[config.mk]
export PLATFORM = sky130hd
export DESIGN_NAME = esi_factor
export DESIGN_NICKNAME = d
export VERILOG_FILES = /design/src/hdl/esi_pkg.sv /design/src/hdl/esi_factor.sv
export SDC_FILE = /design/constraint.sdc
export NUM_CORES = 1
export LEC_CHECK = 0
export BUFFER_PORTS_ARGS = -buffer_cell sky130_fd_sc_hd__buf_2
export CORE_AREA = 2 2 205 207
export DETAILED_ROUTE_END_ITERATION = 6
export DIE_AREA = 0 0 207 209
export GPL_TIMING_DRIVEN = 0
export SLEW_MARGIN = 20
export SYNTH_ARGS = -nofsm -noshare
export SYNTH_HDL_FRONTEND = slang
export SYNTH_SLANG_ARGS = --single-unit
[constraint.sdc]
create_clock -name clk -period 5.1 [get_ports clk]
set_input_delay 0.51 -clock clk [delete_from_list [all_inputs] [get_ports clk]]
set_output_delay 0.51 -clock clk [all_outputs]
set_load 0.02 [all_outputs]
[src/hdl/esi_pkg.sv]
// Shared types, widths and codes for the edge shape interpolation block.
package esi_pkg;

	// Data formats.
	localparam int VALUE_WIDTH        = 32;
	localparam int POSITION_FRAC_BITS = 15;
	localparam int POS_W              = 16;
	localparam int MODE_W             = 2;

	// Lane arithmetic widths.
	localparam int NUM_LANES = 4;
	localparam int FAC_W     = 21;
	localparam int PRD_W     = 2 * FAC_W;
	localparam int RAW_W     = PRD_W + FAC_W;
	localparam int WGT_W     = 52;
	localparam int WLO_W     = 26;
	localparam int WHI_W     = WGT_W - WLO_W;
	localparam int PL_W      = WLO_W + 1 + VALUE_WIDTH;
	localparam int PH_W      = WHI_W + VALUE_WIDTH;
	localparam int LPR_W     = 84;
	localparam int ACC_W     = 86;

	// All weights are brought to the cubic scale, so one rounding shift serves every mode.
	localparam int RND_SHIFT = 3 * POSITION_FRAC_BITS + 1;
	localparam int RES_W     = ACC_W - RND_SHIFT;
	localparam int SH_W      = 5;
	localparam logic [SH_W-1:0] SH_LINEAR = SH_W'(RND_SHIFT - POSITION_FRAC_BITS);
	localparam logic [SH_W-1:0] SH_QUAD   = SH_W'(RND_SHIFT - 2 * POSITION_FRAC_BITS);
	localparam logic [SH_W-1:0] SH_CUBIC  = SH_W'(0);

	// Pipeline depth from the accepting edge to the result register.
	localparam int LATENCY = 8;

	// Element order codes.
	localparam logic [MODE_W-1:0] MODE_LINEAR = 2'd0;
	localparam logic [MODE_W-1:0] MODE_QUAD   = 2'd1;
	localparam logic [MODE_W-1:0] MODE_CUBIC  = 2'd2;
	localparam logic [MODE_W-1:0] MODE_BAD    = 2'd3;

	// Saturation limits.
	localparam logic signed [VALUE_WIDTH-1:0] VAL_MAX = {1'b0, {(VALUE_WIDTH-1){1'b1}}};
	localparam logic signed [VALUE_WIDTH-1:0] VAL_MIN = {1'b1, {(VALUE_WIDTH-1){1'b0}}};

	typedef struct packed {
		logic [MODE_W-1:0]             mode;
		logic [POS_W-1:0]              position;
		logic signed [VALUE_WIDTH-1:0] node_value_0;
		logic signed [VALUE_WIDTH-1:0] node_value_1;
		logic signed [VALUE_WIDTH-1:0] node_value_2;
		logic signed [VALUE_WIDTH-1:0] node_value_3;
	} esi_req_t;

	typedef struct packed {
		logic signed [VALUE_WIDTH-1:0] interpolated;
		logic                          saturated;
		logic                          bad_mode;
	} esi_rsp_t;

	// Three factors whose product is one lane's shape weight.
	typedef struct packed {
		logic signed [FAC_W-1:0] f1;
		logic signed [FAC_W-1:0] f2;
		logic signed [FAC_W-1:0] f3;
	} esi_fac_t;

endpackage

[src/hdl/esi_factor.sv]
// Front stage: clamps the position and forms the shape factors of every lane.
module esi_factor (
	input  logic                                   clk,
	input  esi_pkg::esi_req_t                      req,
	output esi_pkg::esi_fac_t                      fac_s1 [esi_pkg::NUM_LANES],
	output logic [esi_pkg::SH_W-1:0]               sh_s1,
	output logic signed [esi_pkg::VALUE_WIDTH-1:0] val_s1 [esi_pkg::NUM_LANES]
);
	import esi_pkg::*;

	localparam logic [POS_W-1:0]        P_ONE  = POS_W'(1 << POSITION_FRAC_BITS);
	localparam logic signed [FAC_W-1:0] F_ONE  = FAC_W'(1 << POSITION_FRAC_BITS);
	localparam logic signed [FAC_W-1:0] F_UNIT = FAC_W'(1);

	logic [POS_W-1:0]        p;
	logic signed [FAC_W-1:0] ps, sm, p2, p3;
	esi_fac_t                fac [NUM_LANES];
	logic [SH_W-1:0]         sh;

	// Positions above one are taken as exactly one.
	assign p  = (req.position > P_ONE) ? P_ONE : req.position;
	assign ps = signed'(FAC_W'(p));
	assign sm = F_ONE - ps;
	assign p2 = ps + ps;
	assign p3 = p2 + ps;

	// Shape factors per lane for the selected element order.
	always_comb begin
		for (int i = 0; i < NUM_LANES; i++) begin
			fac[i] = '0;
		end
		sh = SH_CUBIC;
		case (req.mode)
			MODE_LINEAR: begin
				fac[0] = '{f1: sm, f2: F_UNIT, f3: F_UNIT};
				fac[1] = '{f1: ps, f2: F_UNIT, f3: F_UNIT};
				sh     = SH_LINEAR;
			end
			MODE_QUAD: begin
				fac[0] = '{f1: sm, f2: F_ONE - p2, f3: F_UNIT};
				fac[1] = '{f1: ps, f2: p2 - F_ONE, f3: F_UNIT};
				fac[2] = '{f1: sm <<< 2, f2: ps, f3: F_UNIT};
				sh     = SH_QUAD;
			end
			MODE_CUBIC: begin
				fac[0] = '{f1: sm, f2: p3 - F_ONE, f3: p3 - (F_ONE <<< 1)};
				fac[1] = '{f1: ps, f2: p3 - F_ONE, f3: p3 - (F_ONE <<< 1)};
				fac[2] = '{f1: (ps <<< 3) + ps, f2: ps - F_ONE, f3: p3 - (F_ONE <<< 1)};
				fac[3] = '{f1: (ps <<< 3) + ps, f2: sm, f3: p3 - F_ONE};
				sh     = SH_CUBIC;
			end
			default: begin
				sh = SH_CUBIC;
			end
		endcase
	end

	// Stage 1 registers.
	always_ff @(posedge clk) begin
		for (int i = 0; i < NUM_LANES; i++) begin
			fac_s1[i] <= fac[i];
		end
		sh_s1     <= sh;
		val_s1[0] <= req.node_value_0;
		val_s1[1] <= req.node_value_1;
		val_s1[2] <= req.node_value_2;
		val_s1[3] <= req.node_value_3;
	end

endmodule

Word level (Yosys, flattened, before mapping)
Cells that the tools add are included.
{"block": "totals", "reg_bits": 385, "in_bits": 147, "wordCells": 34}
{"block": "classes", "addsub": 9, "order_cmp": 1, "n_eq_ne": 2, "n_mux": 4, "reduce_logical": 1}
{"operator": "$pmux 126 s3", "count": 1}
{"operator": "$pmux 63 s2", "count": 1}
{"operator": "$add 19x16->20", "count": 1}
{"operator": "$sub 18x16->19 const B", "count": 1}
{"operator": "$sub 18x17->19 const B", "count": 1}
{"operator": "$add 17x16->18", "count": 1}
{"operator": "$sub 16x17->18 const A", "count": 1}
{"operator": "$sub 17x16->18 const B", "count": 1}
{"operator": "$add 16x16->17", "count": 1}
{"operator": "$sub 16x16->17 const A", "count": 1}
{"operator": "$sub 16x16->17 const B", "count": 1}
{"operator": "$gt 16x16->1 const B", "count": 1}
{"operator": "$mux 16", "count": 1}
{"operator": "$pmux 5 s2", "count": 1}
{"operator": "$eq 2x1->1 const B", "count": 1}
{"operator": "$eq 2x2->1 const B", "count": 1}
{"operator": "$logic_not 2->1", "count": 1}

Logic depth before layout (Yosys ltp)
Gate-level depths: netlist of the first run.
{"block": "depth", "ltp_word": 6, "ltp_mapped": 21, "ltp_nobuf": 18}

Worst setup path before layout of the first run
Ideal clock, no wire load.
{"block": "synth_path", "path_kind": "input port to flip-flop", "from": "input port req[143] (netlist bit)", "to": "register fac_s1[164] (netlist bit)", "arrival_ps": 4361, "required_time_ps": 5024, "slack_ps": 663, "path_stages": 19, "cell_sequence": "buf_2 > inv_1 > clkbuf_1 > clkbuf_1 > nand2_1 > inv_1 > ha_1 > inv_1 > fa_1 > nand2b_1 > a21oi_1 > o21ai_0 > a211oi_2 > o41a_4 > a21boi_4 > xnor2_2 > ha_1 > mux2_2 > o22ai_1"}
{"item": "from (decl)", "line_no": "esi_factor.sv:4", "source": "input esi_pkg::esi_req_t req,"}
{"item": "to (signal, indexed assignment)", "line_no": "esi_factor.sv:61", "source": "fac_s1[i] <= fac[i];"}
{"item": "to (decl)", "line_no": "esi_factor.sv:5", "source": "output esi_pkg::esi_fac_t fac_s1 [esi_pkg::NUM_LANES],"}

==> impl_metrics.tcl, run 1 <==
set metrics [dict create \
    hpwl_um 40020 \
    synth-edff-count 0 \
    hold_ws_ps 49.11 \
    root_buffer "clkbuf_16" \
    finalSetupViolations 0 \
    synth_cell_types 70 \
    slowest_stage "clkbuf_2" \
    vias 9412 \
    ys_seq_area_share_pct 62.06 \
    clockBufferDepth 3 \
    synth.top_cells.by_area "dfxtp_1 (62%), nor2_1 (5.7%), buf_4 (4.3%), ha_1 (4.3%), o21ai_0 (2.0%)" \
    ant_nets 0 \
    cts_buffers 36 \
    status "complete, no violations" \
    fin_crit_sh_pct 92.34 \
    grt_max_degree 15 \
    layout_common_cells "buf_2 (524), dfxtp_1 (326), nor2_1 (159)" \
    cellPowerDensity_mw_per_mm2 429.4 \
    drt_wl_total_um 50110 \
    ios 532 \
    area_delta_synth_final_pct 43.37 \
    path_depth 19 \
    grt_pass1_vias 9320 \
    critical_path_class "in2reg" \
    cp_max_fo 10 \
    grt_first_pass_wirelength_um 68980 \
    relSlewSlack_pct 30.55 \
    crit_family "buffers and inverters" \
    tritoncts "yes" \
    clkTransAtPathRegs_ps 70 \
    grt-ovfl-total 0 \
    synth_seq_cells 326 \
    end_kind "register" \
    drive_gt1_share_pct 42.28 \
    grt_util_all_layers_pct 22.26 \
    cts_setup_buffers 0 \
    rsz0062_at_grt "false" \
    drv_cap 0 \
    max_clock_freq_ghz 0.2123 \
    cts_max_level 2 \
    worst_hold_startpoint "req[53]" \
    syn_avg_cell_area_um2 10.52 \
    drt-pass1-iter-count 5 \
    hold_class "in2reg" \
    design.die.area_mm2 0.04326 \
    async_reset_ff_share_pct 0 \
    die_x_um 207 \
    cts_sinks 326 \
    viasPerCell 4.423 \
    fp.coreArea_mm2 0.04129 \
    crit_start "req[143]" \
    ir_worst_vdd_mv 0.2427 \
    min_path_cells 1 \
    hold_end "val_s1[53]" \
    port_buffers 516 \
    yosys.area.top_type "dfxtp_1" \
    critical_path_arrival_ps 5160 \
    drt_iter0_markers 570 \
    yosysWarnings 0 \
    drc 0 \
    period_needed_ps 4709 \
    antenna_found_initial 9 \
    final_common_cell "buf_2" \
    cp_common_cell "inv_1" \
    placementRows 75 \
    crit_buf_inv 6 \
    leakagePower_nw 7.698 \
    gp_congestion 0.8539 \
    startpoint_type "primary input" \
    worst_pin_slew_ps 1028 \
    synthesis.area_mm2 0.01052 \
    final_nets 1745 \
    hold_viol_final 0 \
    worstPathCellList "buf_2, inv_1, clkbuf_2, clkbuf_2, nand2_2, inv_1, ha_1, inv_1, fa_1, nand2b_1, a21oi_1, o21ai_0, a211oi_2, o41a_4, a21boi_4, xnor2_4, ha_1, mux2_2, o22ai_1" \
    die_y_um 209 \
    crit_required_ps 5550 \
    synth_cells 1000 \
    finish.utilization_pct 36.52 \
    synth_top_area_share_pct 62.06 \
    start_util_pct 25.47 \
    ys.flop_type "dfxtp_1" \
    finalPower_mw 6.474 \
    final-max-slew-violation-count 0 \
    crit_path_max_incr_delay_ps 380 \
    detail_route.wl_per_cell_um 23.55 \
]
==> through the flow <==
step | worst slack, ps | instances | instance area [um^2] | TNS, ps
6_report | 390.5 | 2128 | 15080 | 0
5_1_grt | 102.0 | 2127 | 15070 | 0
4_1_cts | 129.2 | 2126 | 15060 | 0
3_5_place_dp | -970.4 | 2061 | 13800 | -16360
3_3_place_gp | -977.6 | 2061 | 13800 | -16790
2_1_floorplan | 662.8 | 1006 | 10540 | 0
==> state kept, by name, indices dropped and copies added (netlist names) <==
signal  count
fac_s1    196
val_s1    128
sh_s1       2
==> cell families after synthesis <==
kind of cell             after synthesis  share of synthesized area, %
AO/OA/AOI/OAI                        169                         10.65
XOR/XNOR                              32                         2.737
adder cells (fa/ha/maj)               39                         4.759
buffers and inverters                154                         7.805
flip-flops                           326                         62.06
multiplexers                           4                        0.4045
other                                  1                       0.03566
AND/OR/NAND/NOR                      275                         11.55
==> area by class of cell <==
type                       instances  area (um^2)
timing repair buffer             516         2582
inverter                          48        180.2
sequential                       326         6526
multi-input combinational        526         3206
tap                              539        674.4
fill                            4254        26210
clock inverter                    24        329.1
antenna                            2        5.005
clock buffer                      41        929.6
buffer                           106        644.4
==> layer usage <==
layer	vias up	wire length (um)	track usage [%]	share of wire (%)
met5	-	36	0	0.072
met2	378	24620	38.66	49
met1	4617	21450	27.73	43
met3	62	2946	5.095	5.9
met4	6	1058	5.837	2.1
li1	4349	-	-	-
==> power by group <==
| part | internal [mW] | switching [mW] |
|---|---|---|
| logic | 0.296 | 0.651 |
| registers | 2.69 | 0.0431 |
| clock network | 1.68 | 1.11 |
| total | 4.67 | 1.80 |
==> cells in the mapped netlist, drive strengths merged (2+ instances only) <==
cell type / instances
a211oi: 4
a21o: 8
a21oi: 35
a2bb2oi: 4
a31oi: 5
a41o: 2
and2: 12
and3: 4
buf: 75
clkbuf: 31
clkinv: 3
dfxtp: 326
fa: 2
ha: 36
inv: 45
mux2: 2
mux2i: 2
nand2: 41
nand2b: 7
nand3: 14
nand4: 2
nor2: 159
nor2b: 5
nor3: 9
nor3b: 4
nor4: 6
o2111ai: 3
o211ai: 6
o21a: 8
o21ai: 46
o21bai: 3
o22ai: 24
o31ai: 4
or2: 8
or3: 2
xnor2: 20
xor2: 12
==> worst max-delay path by stage <==
stage / to / slack (ps)
floorplan: fac_s1[164] / 660
global placement: fac_s1[164] / -980
detailed placement: fac_s1[164] / -970
CTS: fac_s1[164] / 130
global route: fac_s1[164] / 100
finish: fac_s1[164] / 390
==> timing repair <==
item,in CTS,in global routing
endpoints found under the hold margin,0,0
pin swaps,0,0
hold buffers,0,0
gates resized for setup,2,3
setup endpoints to repair,8,6
Note: power is estimated with default switching activity, not from simulation.
==> run 2: changes to the inputs <==
--- a/config.mk
+++ b/config.mk
@@ -6,9 +6,9 @@
 export NUM_CORES = 1
 export LEC_CHECK = 0
 export BUFFER_PORTS_ARGS = -buffer_cell sky130_fd_sc_hd__buf_2
-export CORE_AREA = 2 2 205 207
+export CORE_AREA = 5 5 203 205
 export DETAILED_ROUTE_END_ITERATION = 6
-export DIE_AREA = 0 0 207 209
+export DIE_AREA = 0 0 208 210
 export GPL_TIMING_DRIVEN = 0
 export SLEW_MARGIN = 20
 export SYNTH_ARGS = -nofsm -noshare
==> impl_metrics.tcl, run 2 (synthesis gave the netlist of run 1 again) <==
set metrics [dict create \
    worstPathCellList "buf_2, clkinvlp_4, clkbuf_2, nand2_2, inv_1, ha_1, inv_1, fa_1, nand2b_1, a21oi_1, o21ai_0, a211oi_2, o41a_4, a21boi_4, xnor2_2, ha_1, mux2_2, o22ai_1" \
    final-max-slew-violation-count 0 \
    status "complete, no violations" \
    crit_path_max_incr_delay_ps 440 \
    finalPower_mw 6.487 \
    final_nets 1744 \
    cts_max_level 2 \
    period_needed_ps 4688 \
    cts_setup_buffers 0 \
    antenna_found_initial 16 \
    switching_share_pct 27.46 \
    port_buffers 516 \
    ios 532 \
    ir_worst_vdd_mv 0.2480 \
    drive_gt1_share_pct 41.99 \
    area_delta_synth_final_pct 43.39 \
    pwr-share-comb_pct 14.5 \
    setup_tns_ps 0 \
    seq_power_share_pct 42.2 \
    top_layer "met5" \
    placementRows 73 \
    grt-ovfl-total 0 \
    relSlewSlack_pct 35.92 \
    slowest_stage "a211oi_2" \
    grt_max_degree 14 \
    end_kind "register" \
    startpoint_type "primary input" \
    fin_crit_sh_pct 91.92 \
    critical_path_class "in2reg" \
    p_sw_mw 1.781 \
    path_depth 18 \
    fill_cells 4037 \
    final_common_cell "buf_2" \
    layout_setup_ws_ps 412.2 \
    cellPowerDensity_mw_per_mm2 430.2 \
    grt_first_pass_wirelength_um 69540 \
    tritoncts "yes" \
    hold_buffers 0 \
    intPower_mw 4.706 \
    reg_top3 "fac_s1 (196), val_s1 (128), sh_s1 (2)" \
    largest_register_ffs 196 \
    viasPerCell 4.398 \
    pwr-share-clk_pct 43.3 \
    design.die.area_mm2 0.04368 \
    drt-met1-wl_um 21110 \
    grt_util_all_layers_pct 21.84 \
    max_clock_freq_ghz 0.2133 \
    die_y_um 210 \
    drt-pass1-iter-count 7 \
    hold_viol_final 0 \
    clockBufferDepth 3 \
    clkTransAtPathRegs_ps 60 \
    drv_cap 0 \
    hpwl_um 40610 \
    ant_nets 0 \
    die_x_um 208 \
    leakagePower_nw 7.693 \
    vias 9311 \
    fp.coreArea_mm2 0.03928 \
    crit_start "req[143]" \
    crit_buf_inv 5 \
    cp-endpoint "fac_s1[164]" \
    crit_required_ps 5560 \
    finalSetupViolations 0 \
    grt_pass1_vias 9449 \
    worst_pin_slew_ps 961.1 \
    detail_route.wl_per_cell_um 23.80 \
    cp_max_fo 13 \
    hold_class "in2reg" \
    drt_wl_total_um 50390 \
    wl_met3_um 4173 \
    critical_path_arrival_ps 5150 \
    drc 0 \
    drt_iter0_markers 577 \
    top_register "fac_s1" \
    cts_sinks 326 \
    crit_family "compound AO/OA/AOI/OAI gates" \
    layout_common_cells "buf_2 (524), dfxtp_1 (326), nor2_1 (159)" \
    gp_congestion 0.9147 \
    rsz0062_at_grt "false" \
    met2_length_um 23440 \
    pre_cts_ws_ps -1113 \
    start_util_pct 26.78 \
    cts_buffers 36 \
    root_buffer "clkbuf_16" \
]
run 2: cell count changes in the layout (fill, tap and decap cells not counted), sizes merged:
cell / delta
clkbuf: +10
clkinv: -6
diode: +4
bufinv: -2
inv: -2
clkinvlp: -1
run 2: worst min path at each step:
stage,startpoint,endpoint,cells after the start
4_1_cts,req[24],val_s1[24],1
5_1_grt,req[81],val_s1[81],1
3_5_place_dp,req[91],val_s1[91],1
2_1_floorplan,req[0],val_s1[0],0
6_report,req[102],val_s1[102],1
3_3_place_gp,req[81],val_s1[81],1
run 2: metrics by stage:
step,util (%),cells,hold WS (ps),instance area (um^2)
floorplan,-,1006,537.7,10540
global placement,35.08,2047,613.2,13780
detailed placement,35.08,2047,613.6,13780
CTS,38.35,2111,35.76,15060
global route,38.37,2113,36.21,15070
finish,38.39,2117,58.49,15080
run 2: what timing repair did:
action / CTS / global route
pin swaps: 0 / 0
endpoints found under the setup margin: 11 / 2
gates cloned: 0 / 0
hold endpoints to repair: 0 / 0
gates resized for setup: 2 / 1
run 2: cell type report:
class	instances	area (um^2)	area share [%]
antenna	6	15.01	0.09957
buffer	105	638.1	4.232
clock buffer	52	1064	7.053
clock inverter	13	219.0	1.452
inverter	48	183.9	1.220
multi-input combinational	526	3194	21.18
sequential	326	6526	43.28
tap	525	656.9	4.356
timing repair buffer	516	2582	17.13
run 2: per-layer routing:
| layer | up-vias | global-route usage [%] |
|---|---|---|
| li1 | 4369 | - |
| met4 | 12 | 7.089 |
| met5 | - | 0 |
| met2 | 369 | 35.58 |
| met3 | 79 | 7.471 |
| met1 | 4482 | 27.42 |
run 2: power by group through the flow:
stage | clock network, mW | logic [mW] | registers [mW]
4_1_cts | 2.86 | 0.952 | 2.74
2_1_floorplan | 0 | 0.333 | 2.98
3_3_place_gp | 0 | 0.947 | 2.79
5_1_grt | 2.98 | 1.00 | 2.75
6_report | 2.81 | 0.940 | 2.74
3_5_place_dp | 0 | 0.948 | 2.79
